### config.mk
export PLATFORM = sky130hd
export DESIGN_NAME = gps_disciplined_clock_estimator
export DESIGN_NICKNAME = d
export VERILOG_FILES = /design/src/rtl/gdce_pkg.sv /design/src/rtl/gps_disciplined_clock_estimator.sv /design/src/rtl/gdce_ctrl.sv /design/src/rtl/gdce_dp.sv
export SDC_FILE = /design/constraint.sdc
export NUM_CORES = 2
export LEC_CHECK = 0
export BUFFER_PORTS_ARGS = -buffer_cell sky130_fd_sc_hd__buf_4
export CORE_MARGIN = 4
export CORE_UTILIZATION = 30
export DETAILED_ROUTE_END_ITERATION = 12
export GPL_TIMING_DRIVEN = 0
export SETUP_SLACK_MARGIN = 0.15
export SLEW_MARGIN = 15
export SYNTH_ARGS = -nofsm -noshare
export SYNTH_HDL_FRONTEND = slang
export SYNTH_SLANG_ARGS = --single-unit
### constraint.sdc
create_clock -name clk -period 8.3 [get_ports clk]
set_input_delay 1.66 -clock clk [delete_from_list [all_inputs] [get_ports clk]]
set_output_delay 1.66 -clock clk [all_outputs]
set_load 0.05 [all_outputs]
### src/rtl/gdce_pkg.sv
`timescale 1ns / 1ps
// Package for the GPS-disciplined clock estimator: codes, widths, constants
// and the schedule gate function. No dependencies.
package gdce_pkg;

  localparam int TICK_W  = 48;
  localparam int TIME_W  = 52;
  localparam int HZ_W    = 48;
  localparam int WIN_W   = 40;
  localparam int CNT_W   = 32;
  localparam int REJ_W   = 8;
  localparam int CFG_W   = 48;
  localparam int CIDX_W  = 2;
  localparam int QUO_W   = 48;  // quotient bits below the saturation point
  localparam int STEP_W  = 6;
  localparam int AVG_SHIFT = 5; // exponential moving average, new sample weighted 1/32

  localparam logic [HZ_W-1:0]  INIT_CLOCK_RST = 48'd4369062297600;
  localparam logic [WIN_W-1:0] WIDE_WIN_RST   = 40'd218453115;
  localparam logic [WIN_W-1:0] NARROW_WIN_RST = 40'd4369062;
  localparam logic [REJ_W-1:0] REJECT_LIMIT   = 8'd8;
  localparam logic [CNT_W-1:0] INITIAL_CORR   = 32'd5;
  localparam logic [CNT_W-1:0] HOLDOFF_SEC    = 32'd10;

  localparam logic [2:0] MODE_DISABLED   = 3'd0;
  localparam logic [2:0] MODE_CONTINUOUS = 3'd1;
  localparam logic [2:0] MODE_TWO_MIN    = 3'd2;
  localparam logic [2:0] MODE_FIVE_MIN   = 3'd3;
  localparam logic [2:0] MODE_FIFTEEN    = 3'd4;
  localparam logic [2:0] MODE_THIRTY     = 3'd5;

  localparam logic [2:0] ST_FIRST    = 3'd0;
  localparam logic [2:0] ST_DISABLED = 3'd1;
  localparam logic [2:0] ST_REJECTED = 3'd2;
  localparam logic [2:0] ST_SCHEDULE = 3'd3;
  localparam logic [2:0] ST_APPLIED  = 3'd4;
  localparam logic [2:0] ST_HOLDOFF  = 3'd5;

  localparam logic [CIDX_W-1:0] CFG_MODE    = 2'd0;
  localparam logic [CIDX_W-1:0] CFG_INIT_HZ = 2'd1;
  localparam logic [CIDX_W-1:0] CFG_WIDE    = 2'd2;
  localparam logic [CIDX_W-1:0] CFG_NARROW  = 2'd3;

  typedef struct packed {
    logic capture;
    logic step;
    logic update;
  } cmd_t;

  function automatic logic [5:0] mod5(input logic [5:0] x);
    logic [5:0] v;
    v = x;
    if (v >= 6'd40) v = v - 6'd40;
    if (v >= 6'd20) v = v - 6'd20;
    if (v >= 6'd10) v = v - 6'd10;
    if (v >= 6'd5)  v = v - 6'd5;
    return v;
  endfunction

  function automatic logic [5:0] mod15(input logic [5:0] x);
    logic [5:0] v;
    v = x;
    if (v >= 6'd30) v = v - 6'd30;
    if (v >= 6'd30) v = v - 6'd30;
    if (v >= 6'd15) v = v - 6'd15;
    return v;
  endfunction

  function automatic logic [5:0] mod30(input logic [5:0] x);
    logic [5:0] v;
    v = x;
    if (v >= 6'd30) v = v - 6'd30;
    if (v >= 6'd30) v = v - 6'd30;
    return v;
  endfunction

  function automatic logic gate_open(input logic [2:0] mode, input logic [5:0] min,
                                     input logic [5:0] sec);
    logic ok;
    ok = 1'b0;
    case (mode)
      MODE_TWO_MIN:  ok = min[0] && (sec > 6'd51);
      MODE_FIVE_MIN: ok = (mod5(min) == 6'd4) && (sec > 6'd50);
      MODE_FIFTEEN:  ok = (mod15(min) == 6'd14) && (sec > 6'd50);
      MODE_THIRTY:   ok = (mod30(min) == 6'd29) && (sec > 6'd52);
      default:       ok = 1'b0;
    endcase
    return ok;
  endfunction

endpackage

### src/rtl/gps_disciplined_clock_estimator.sv
`timescale 1ns / 1ps
// Top level of the GPS-disciplined clock estimator: controller plus datapath.
// Depends on gdce_pkg, gdce_ctrl and gdce_dp.

// Each GPS solution is one input transaction and yields one result. The
// accepting cycle captures the operands, the bit-serial restoring divider
// then forms the measured frequency, and the update writes the state and the
// registered result. The next transaction is taken the cycle after the update,
// even while the result still waits to be read, so a new transaction is taken
// only once the last one is through; a result not yet read holds the following
// one in its update cycle. The first solution after reset is only stored.
// Configuration writes go straight to the registers and must be made while no
// transaction is in flight.
module gps_disciplined_clock_estimator (
  input  logic                            clk,
  input  logic                            rst,
  input  logic                            cfg_we,
  input  logic [gdce_pkg::CIDX_W-1:0]     cfg_index,
  input  logic [gdce_pkg::CFG_W-1:0]      cfg_data,
  input  logic                            in_valid,
  output logic                            in_ready,
  input  logic [gdce_pkg::TICK_W-1:0]     tick_count,
  input  logic [gdce_pkg::TIME_W-1:0]     gps_time,
  input  logic [5:0]                      utc_minute,
  input  logic [5:0]                      utc_second,
  input  logic [31:0]                     uptime_seconds,
  output logic                            out_valid,
  input  logic                            out_ready,
  output logic [2:0]                      status,
  output logic [gdce_pkg::HZ_W-1:0]       clock_estimate_hz,
  output logic [gdce_pkg::HZ_W-1:0]       applied_clock_hz,
  output logic [gdce_pkg::CNT_W-1:0]      correction_count,
  output logic [gdce_pkg::REJ_W-1:0]      reject_run,
  output logic                            correcting
);

  gdce_pkg::cmd_t cmd;

  gdce_ctrl u_ctrl (
    .clk       (clk),
    .rst       (rst),
    .in_valid  (in_valid),
    .in_ready  (in_ready),
    .out_valid (out_valid),
    .out_ready (out_ready),
    .cmd       (cmd)
  );

  gdce_dp u_dp (
    .clk               (clk),
    .rst               (rst),
    .cmd               (cmd),
    .cfg_we            (cfg_we),
    .cfg_index         (cfg_index),
    .cfg_data          (cfg_data),
    .tick_count        (tick_count),
    .gps_time          (gps_time),
    .utc_minute        (utc_minute),
    .utc_second        (utc_second),
    .uptime_seconds    (uptime_seconds),
    .status            (status),
    .clock_estimate_hz (clock_estimate_hz),
    .applied_clock_hz  (applied_clock_hz),
    .correction_count  (correction_count),
    .reject_run        (reject_run),
    .correcting        (correcting)
  );

endmodule

### src/rtl/gdce_ctrl.sv
`timescale 1ns / 1ps
// Controller for the clock estimator: sequences capture, the 48 divide steps
// and the state update, and owns the output valid. Uses gdce_pkg.
module gdce_ctrl (
  input  logic          clk,
  input  logic          rst,
  input  logic          in_valid,
  output logic          in_ready,
  output logic          out_valid,
  input  logic          out_ready,
  output gdce_pkg::cmd_t cmd
);

  typedef enum logic [2:0] {
    S_IDLE   = 3'b001,
    S_DIVIDE = 3'b010,
    S_FINISH = 3'b100
  } state_t;

  state_t state, state_next;
  logic [gdce_pkg::STEP_W-1:0] step_cnt;
  logic out_free;

  assign out_free = !out_valid || out_ready;
  assign in_ready = (state == S_IDLE);

  always_comb begin
    state_next  = state;
    cmd.capture = 1'b0;
    cmd.step    = 1'b0;
    cmd.update  = 1'b0;
    unique case (state)
      S_IDLE: begin
        if (in_valid) begin
          cmd.capture = 1'b1;
          state_next  = S_DIVIDE;
        end
      end
      S_DIVIDE: begin
        cmd.step = 1'b1;
        if (step_cnt == gdce_pkg::STEP_W'(gdce_pkg::QUO_W - 1)) state_next = S_FINISH;
      end
      S_FINISH: begin
        if (out_free) begin
          cmd.update = 1'b1;
          state_next = S_IDLE;
        end
      end
      default: state_next = S_IDLE;
    endcase
  end

  always_ff @(posedge clk) begin
    if (rst) begin
      state     <= S_IDLE;
      step_cnt  <= '0;
      out_valid <= 1'b0;
    end else begin
      state <= state_next;
      if (cmd.capture) step_cnt <= '0;
      else if (cmd.step) step_cnt <= step_cnt + 1'b1;
      if (cmd.update) out_valid <= 1'b1;
      else if (out_ready) out_valid <= 1'b0;
    end
  end

  a_update_free: assert property (@(posedge clk) disable iff (rst)
    cmd.update |-> (!out_valid || out_ready)) else $error("update over pending result");
  a_capture_div: assert property (@(posedge clk) disable iff (rst)
    (in_valid && in_ready) |=> (state == S_DIVIDE)) else $error("capture did not start divide");
  a_full_divide: assert property (@(posedge clk) disable iff (rst)
    $rose(state == S_FINISH) |-> ($past(step_cnt) == gdce_pkg::STEP_W'(gdce_pkg::QUO_W - 1)))
    else $error("divide ended early");
  a_valid_src: assert property (@(posedge clk) disable iff (rst)
    $rose(out_valid) |-> $past(cmd.update)) else $error("result without update");

endmodule

### src/rtl/gdce_dp.sv
`timescale 1ns / 1ps
// Datapath for the clock estimator: config registers, estimator state, the
// restoring divider and the update logic. Uses gdce_pkg.
module gdce_dp (
  input  logic                            clk,
  input  logic                            rst,
  input  gdce_pkg::cmd_t                  cmd,
  input  logic                            cfg_we,
  input  logic [gdce_pkg::CIDX_W-1:0]     cfg_index,
  input  logic [gdce_pkg::CFG_W-1:0]      cfg_data,
  input  logic [gdce_pkg::TICK_W-1:0]     tick_count,
  input  logic [gdce_pkg::TIME_W-1:0]     gps_time,
  input  logic [5:0]                      utc_minute,
  input  logic [5:0]                      utc_second,
  input  logic [31:0]                     uptime_seconds,
  output logic [2:0]                      status,
  output logic [gdce_pkg::HZ_W-1:0]       clock_estimate_hz,
  output logic [gdce_pkg::HZ_W-1:0]       applied_clock_hz,
  output logic [gdce_pkg::CNT_W-1:0]      correction_count,
  output logic [gdce_pkg::REJ_W-1:0]      reject_run,
  output logic                            correcting
);

  localparam int HZ_W  = gdce_pkg::HZ_W;
  localparam int AVG_W = HZ_W + gdce_pkg::AVG_SHIFT + 1;

  logic [2:0]                   mode;
  logic [gdce_pkg::WIN_W-1:0]   wide_win, narrow_win;

  logic [gdce_pkg::TICK_W-1:0]  prev_ticks;
  logic [gdce_pkg::TIME_W-1:0]  prev_time;
  logic                         have_prev;
  logic [HZ_W-1:0]              average_hz;
  logic [31:0]                  last_release;

  // per-transaction captures
  logic                         was_first, pos, sat;
  logic [5:0]                   cap_min, cap_sec;
  logic [31:0]                  cap_now;
  logic [gdce_pkg::TIME_W-1:0]  divisor;
  logic [gdce_pkg::TIME_W-1:0]  rem;
  logic [gdce_pkg::QUO_W-1:0]   quo;
  logic [AVG_W-1:0]             avg31;

  logic [gdce_pkg::TICK_W-1:0]  dticks;
  logic [gdce_pkg::TIME_W-1:0]  dt;
  logic [gdce_pkg::TIME_W:0]    rem2;
  logic                         fits;
  logic [HZ_W-1:0]              freq, freq_err, window, new_avg;
  logic [AVG_W-1:0]             avg_sum;
  logic                         reject, gate_ok, release_ok;

  assign dticks = tick_count - prev_ticks;
  assign dt     = gps_time - prev_time;
  assign rem2   = {rem, 1'b0};
  assign fits   = rem2 >= {1'b0, divisor};

  assign freq   = !pos ? '0 : (sat ? '1 : quo);
  assign window = ((correction_count == '0) || (reject_run > gdce_pkg::REJECT_LIMIT))
                  ? HZ_W'(wide_win) : HZ_W'(narrow_win);
  assign freq_err = (freq >= clock_estimate_hz) ? freq - clock_estimate_hz
                                                : clock_estimate_hz - freq;
  assign reject = !pos || (freq_err > window);
  assign avg_sum = avg31 + AVG_W'(freq) + AVG_W'(1 << (gdce_pkg::AVG_SHIFT - 1));
  // an unseeded average takes the measurement directly
  assign new_avg = (average_hz == '0) ? freq
                 : avg_sum[HZ_W+gdce_pkg::AVG_SHIFT-1:gdce_pkg::AVG_SHIFT];
  assign gate_ok = gdce_pkg::gate_open(mode, cap_min, cap_sec);
  assign release_ok = (cap_now > (last_release + gdce_pkg::HOLDOFF_SEC)) ||
                      (mode > gdce_pkg::MODE_CONTINUOUS);

  always_ff @(posedge clk) begin
    if (rst) begin
      mode              <= gdce_pkg::MODE_CONTINUOUS;
      wide_win          <= gdce_pkg::WIDE_WIN_RST;
      narrow_win        <= gdce_pkg::NARROW_WIN_RST;
      prev_ticks        <= '0;
      prev_time         <= '0;
      have_prev         <= 1'b0;
      average_hz        <= '0;
      clock_estimate_hz <= gdce_pkg::INIT_CLOCK_RST;
      applied_clock_hz  <= gdce_pkg::INIT_CLOCK_RST;
      correction_count  <= '0;
      reject_run        <= '0;
      last_release      <= '0;
      correcting        <= 1'b0;
      status            <= gdce_pkg::ST_FIRST;
    end else begin
      if (cfg_we) begin
        unique case (cfg_index)
          gdce_pkg::CFG_MODE:    mode <= cfg_data[2:0];
          gdce_pkg::CFG_INIT_HZ: begin
            // the initial clock only matters before the first correction
            if (correction_count == '0) begin
              clock_estimate_hz <= cfg_data;
              applied_clock_hz  <= cfg_data;
            end
          end
          gdce_pkg::CFG_WIDE:    wide_win   <= cfg_data[gdce_pkg::WIN_W-1:0];
          gdce_pkg::CFG_NARROW:  narrow_win <= cfg_data[gdce_pkg::WIN_W-1:0];
          default: ;
        endcase
      end

      if (cmd.capture) begin
        have_prev <= 1'b1;
        if (!have_prev || (mode != gdce_pkg::MODE_DISABLED)) begin
          prev_ticks <= tick_count;
          prev_time  <= gps_time;
        end
      end

      if (cmd.update) begin
        if (was_first) begin
          status <= gdce_pkg::ST_FIRST;
        end else if (mode == gdce_pkg::MODE_DISABLED) begin
          correcting <= 1'b0;
          status     <= gdce_pkg::ST_DISABLED;
        end else if (reject) begin
          if (reject_run != '1) reject_run <= reject_run + 1'b1;
          status <= gdce_pkg::ST_REJECTED;
        end else begin
          reject_run        <= '0;
          average_hz        <= new_avg;
          clock_estimate_hz <= new_avg;
          if (correction_count != '1) correction_count <= correction_count + 1'b1;
          if ((mode > gdce_pkg::MODE_CONTINUOUS) &&
              (correction_count > gdce_pkg::INITIAL_CORR) && !gate_ok) begin
            correcting <= 1'b0;
            status     <= gdce_pkg::ST_SCHEDULE;
          end else begin
            correcting <= 1'b1;
            if (release_ok) begin
              applied_clock_hz <= new_avg;
              last_release     <= cap_now;
              status           <= gdce_pkg::ST_APPLIED;
            end else begin
              status <= gdce_pkg::ST_HOLDOFF;
            end
          end
        end
      end
    end
  end

  // transaction captures and divider; no reset needed
  always_ff @(posedge clk) begin
    if (cmd.capture) begin
      was_first <= !have_prev;
      pos       <= gps_time > prev_time;
      sat       <= {4'd0, dticks} >= dt;
      divisor   <= dt;
      rem       <= {4'd0, dticks};
      quo       <= '0;
      cap_min   <= utc_minute;
      cap_sec   <= utc_second;
      cap_now   <= uptime_seconds;
      avg31     <= (AVG_W'(average_hz) << gdce_pkg::AVG_SHIFT) - AVG_W'(average_hz);
    end else if (cmd.step) begin
      rem <= fits ? rem2[gdce_pkg::TIME_W-1:0] - divisor : rem2[gdce_pkg::TIME_W-1:0];
      quo <= {quo[gdce_pkg::QUO_W-2:0], fits};
    end
  end

endmodule
==> reports/results.ini <==
[floorplanning]
core_mm2 = 0.161
boundaryPins = 341
rows = 147
initial_utilization_pct = 30.2
dieArea_mm2 = 0.168
die_h_um = 410
die_x_um = 410

[setup_path]
slowest_stage = edfxtp_1
endpoint_kind = register
crit_path_start_kind = register
arrival_ns = 8.48
reg2reg_setup_slack_ns = 0.35
slowest_delay_ns = 0.51
crit_top_cell = clkbuf_8
required_ns = 8.83
crit_type = reg2reg
cp_max_fo = 11

[yosys]
synthFlopType = dfxtp_1
syn_area_mm2 = 0.0485
ys_ff_latch = 666
synth_area_per_cell_um2 = 8.15
synth_warnings = 0
synth_edf_count = 200
ys_seq_area_share_pct = 31.6
synthArstFlopShare_pct = 0
synth_cell_type_count = 97
syn_inst = 5957
syn_nets = 6680

[detailed_routing]
drc = 0
via_per_inst = 5.36
vias = 46500
wl_per_cell_um = 22.8
drt-total-wl_um = 198000
drt_iter0_markers = 3833
postRouteAntennaNets = 0
dr.pass1.iters = 6

[power]
power.share.sequential_pct = 31.9
pwr_density_cell_mw_per_mm2 = 198
peakVddDrop_mv = 0.151
power_switching_w = 0.00415
swShare_pct = 35.8
combPwrFrac_pct = 33.4
power_frac_clock_pct = 34.7
p_leak_nw = 24.8
p_int_w = 0.00745

[clocking]
cts_max_level = 3
clk_pin_slew_worst_paths_ns = 0.06
cts_tree = yes
clk_latency_ns = 0.71
clock_sinks = 666
numCtsBuffers = 85
cts-root-buf = clkbuf_16
cts.path.max_buffers = 3

[cells_and_area]
area_growth_pct = 20.6
layout_commonest_cell = nand2_1
layout.cells.non_filler = 8683
final_cell_mix = nand2_1, a21oi_1, ha_1
utilization_pct = 36.4
drive_above_1_share_pct = 12.8
nets = 7161

[timing]
period_share_pct = 95.8
setup_violations = 0
slew_violations = 0
finalHoldViolCount = 0
skew_ns = 0.0454
maxSlewHeadroom_pct = 21.7
worst_slew_pin_slew_ns = 1.17
rsz0062_at_grt = false
fmax_ghz = 0.126
whs_ns = 0.452
finalCriticalPeriod_ns = 7.95

[global_routing]
grt.total_usage_pct = 22.6
grt_remaining_overflow = 0
grt_pass1_wl_um = 289000
grt_pass1_vias = 45300
grt_max_degree = 50
antenna_found_initial = 20

[min_path]
hold_path.class = reg2reg

[place]
portBuffers = 339
dp_hpwl_um = 161000
routabilityCongestion = 0.978
placedCellCount = 8464

[flow_run]
cap_violations = 0

[outcome]
status = finished clean

## registers in the layout (all words and copies together), names as in the netlist, 3 cells and up
name,count
u_dp.mode,3
u_dp.reject_run,8
u_dp.cap_now,32
u_dp.average_hz,48
u_dp.avg31,53
u_dp.correction_count,32
u_ctrl.step_cnt,6
u_dp.applied_clock_hz,48
u_dp.status,3
u_dp.clock_estimate_hz,48
u_dp.last_release,32
u_dp.prev_ticks,48
u_dp.cap_min,6
u_dp.prev_time,52
u_ctrl.state,3
u_dp.cap_sec,6
u_dp.wide_win,40
u_dp.narrow_win,40
u_dp.quo,48
u_dp.divisor,52
u_dp.rem,52
## path summary, 6_finish.rpt
kind,depth (start not counted),start,to
setup / recovery,35,u_dp.pos$_DFFE_PP_,u_dp.clock_estimate_hz[37]$_SDFF_PP1_
hold / removal,2,u_dp.prev_time[26]$_SDFFE_PP0P_,u_dp.prev_time[26]$_SDFFE_PP0P_
setup reg to reg,35,u_dp.pos$_DFFE_PP_,u_dp.clock_estimate_hz[37]$_SDFF_PP1_
hold reg to reg,2,u_dp.prev_time[26]$_SDFFE_PP0P_,u_dp.prev_time[26]$_SDFFE_PP0P_
## Yosys cell counts, drive strengths merged (125+ instances only)
library cell  count  share of area, %
a21o            178               2.8
a21oi           642               6.7
clkbuf          201               1.6
dfxtp           466                19
edfxtp          200                12
ha              519                13
inv             442               3.4
nand2           753               5.9
nand3           125               1.3
nor2            364               2.8
o21ai           336               3.5
xnor2           181               3.3
## final cells by class
| class | count | area [um2] |
|---|---|---|
| buffer | 266 | 1410 |
| tap | 2160 | 2700 |
| multi-input combinational | 4581 | 31300 |
| timing repair buffer | 394 | 3090 |
| fill | 16700 | 102000 |
| inverter | 444 | 1670 |
| antenna | 14 | 35.0 |
| clock inverter | 40 | 563 |
| sequential | 666 | 15300 |
| clock buffer | 118 | 2410 |
## power groups by stage
stage / clock, W / combinational (W) / sequential [W]
CTS: 0.00409 / 0.00375 / 0.00369
floorplan: 0 / 0.00246 / 0.00378
detailed placement: 0 / 0.00363 / 0.00376
global placement: 0 / 0.00358 / 0.00378
global route: 0.00422 / 0.00426 / 0.00371
finish: 0.00402 / 0.00388 / 0.00369
## metal layers
layer | global-route usage [%] | vias up | wire length (um)
li1 | - | 22300 | -
met1 | 28.0 | 22300 | 82300
met2 | 36.2 | 1595 | 87300
met3 | 6.87 | 343 | 18300
met4 | 10.2 | 12 | 9990
met5 | 0 | - | 93
## worst max-delay path, delay by kind of cell (launching register included)
kind	cells	cell delay, ns
DFF	1	0.51
AOI/OAI and AO/OA	15	3.17
and+or+nand+nor	6	0.99
xor gates and xnor gates	1	0.25
adders and majority gates	2	0.54
buffers and inverters	11	2.24
## cells by family (layout without fill, tap and decap cells)
kind of cell / Yosys count / after routing / synth area share, %
and+or+nand+nor: 1870 / 1870 / 18.3
AOI/OAI and AO/OA: 1762 / 1762 / 22.8
buffers and inverters: 710 / 1262 / 5.67
DFF: 666 / 666 / 31.6
adders and majority gates: 526 / 526 / 13.6
xor gates and xnor gates: 298 / 298 / 5.38
muxes: 125 / 125 / 2.64
other: 0 / 14 / 0
## stage by stage
stage / instance area, um2 / power (W) / setup slack, ns / setup TNS [ns]
finish: 58500 / 0.0116 / 0.351 / 0
global route: 58500 / 0.0122 / 0.112 / 0
CTS: 57800 / 0.0115 / 0.156 / 0
floorplan: 48500 / 0.00624 / 1.34 / 0
global placement: 53800 / 0.00736 / -4.06 / -1041.94
detailed placement: 54000 / 0.00739 / -3.87 / -767.56
## repair_timing
item / 4_1_cts / 5_1_grt
pin swaps: 15 / 25
endpoints found under the setup margin: 220 / 221
cloned: 0 / 1
resized for setup: 225 / 138
buffers inserted: 19 / 27
hold buffers: 0 / 0
Note: power is estimated with default switching activity, not from simulation.
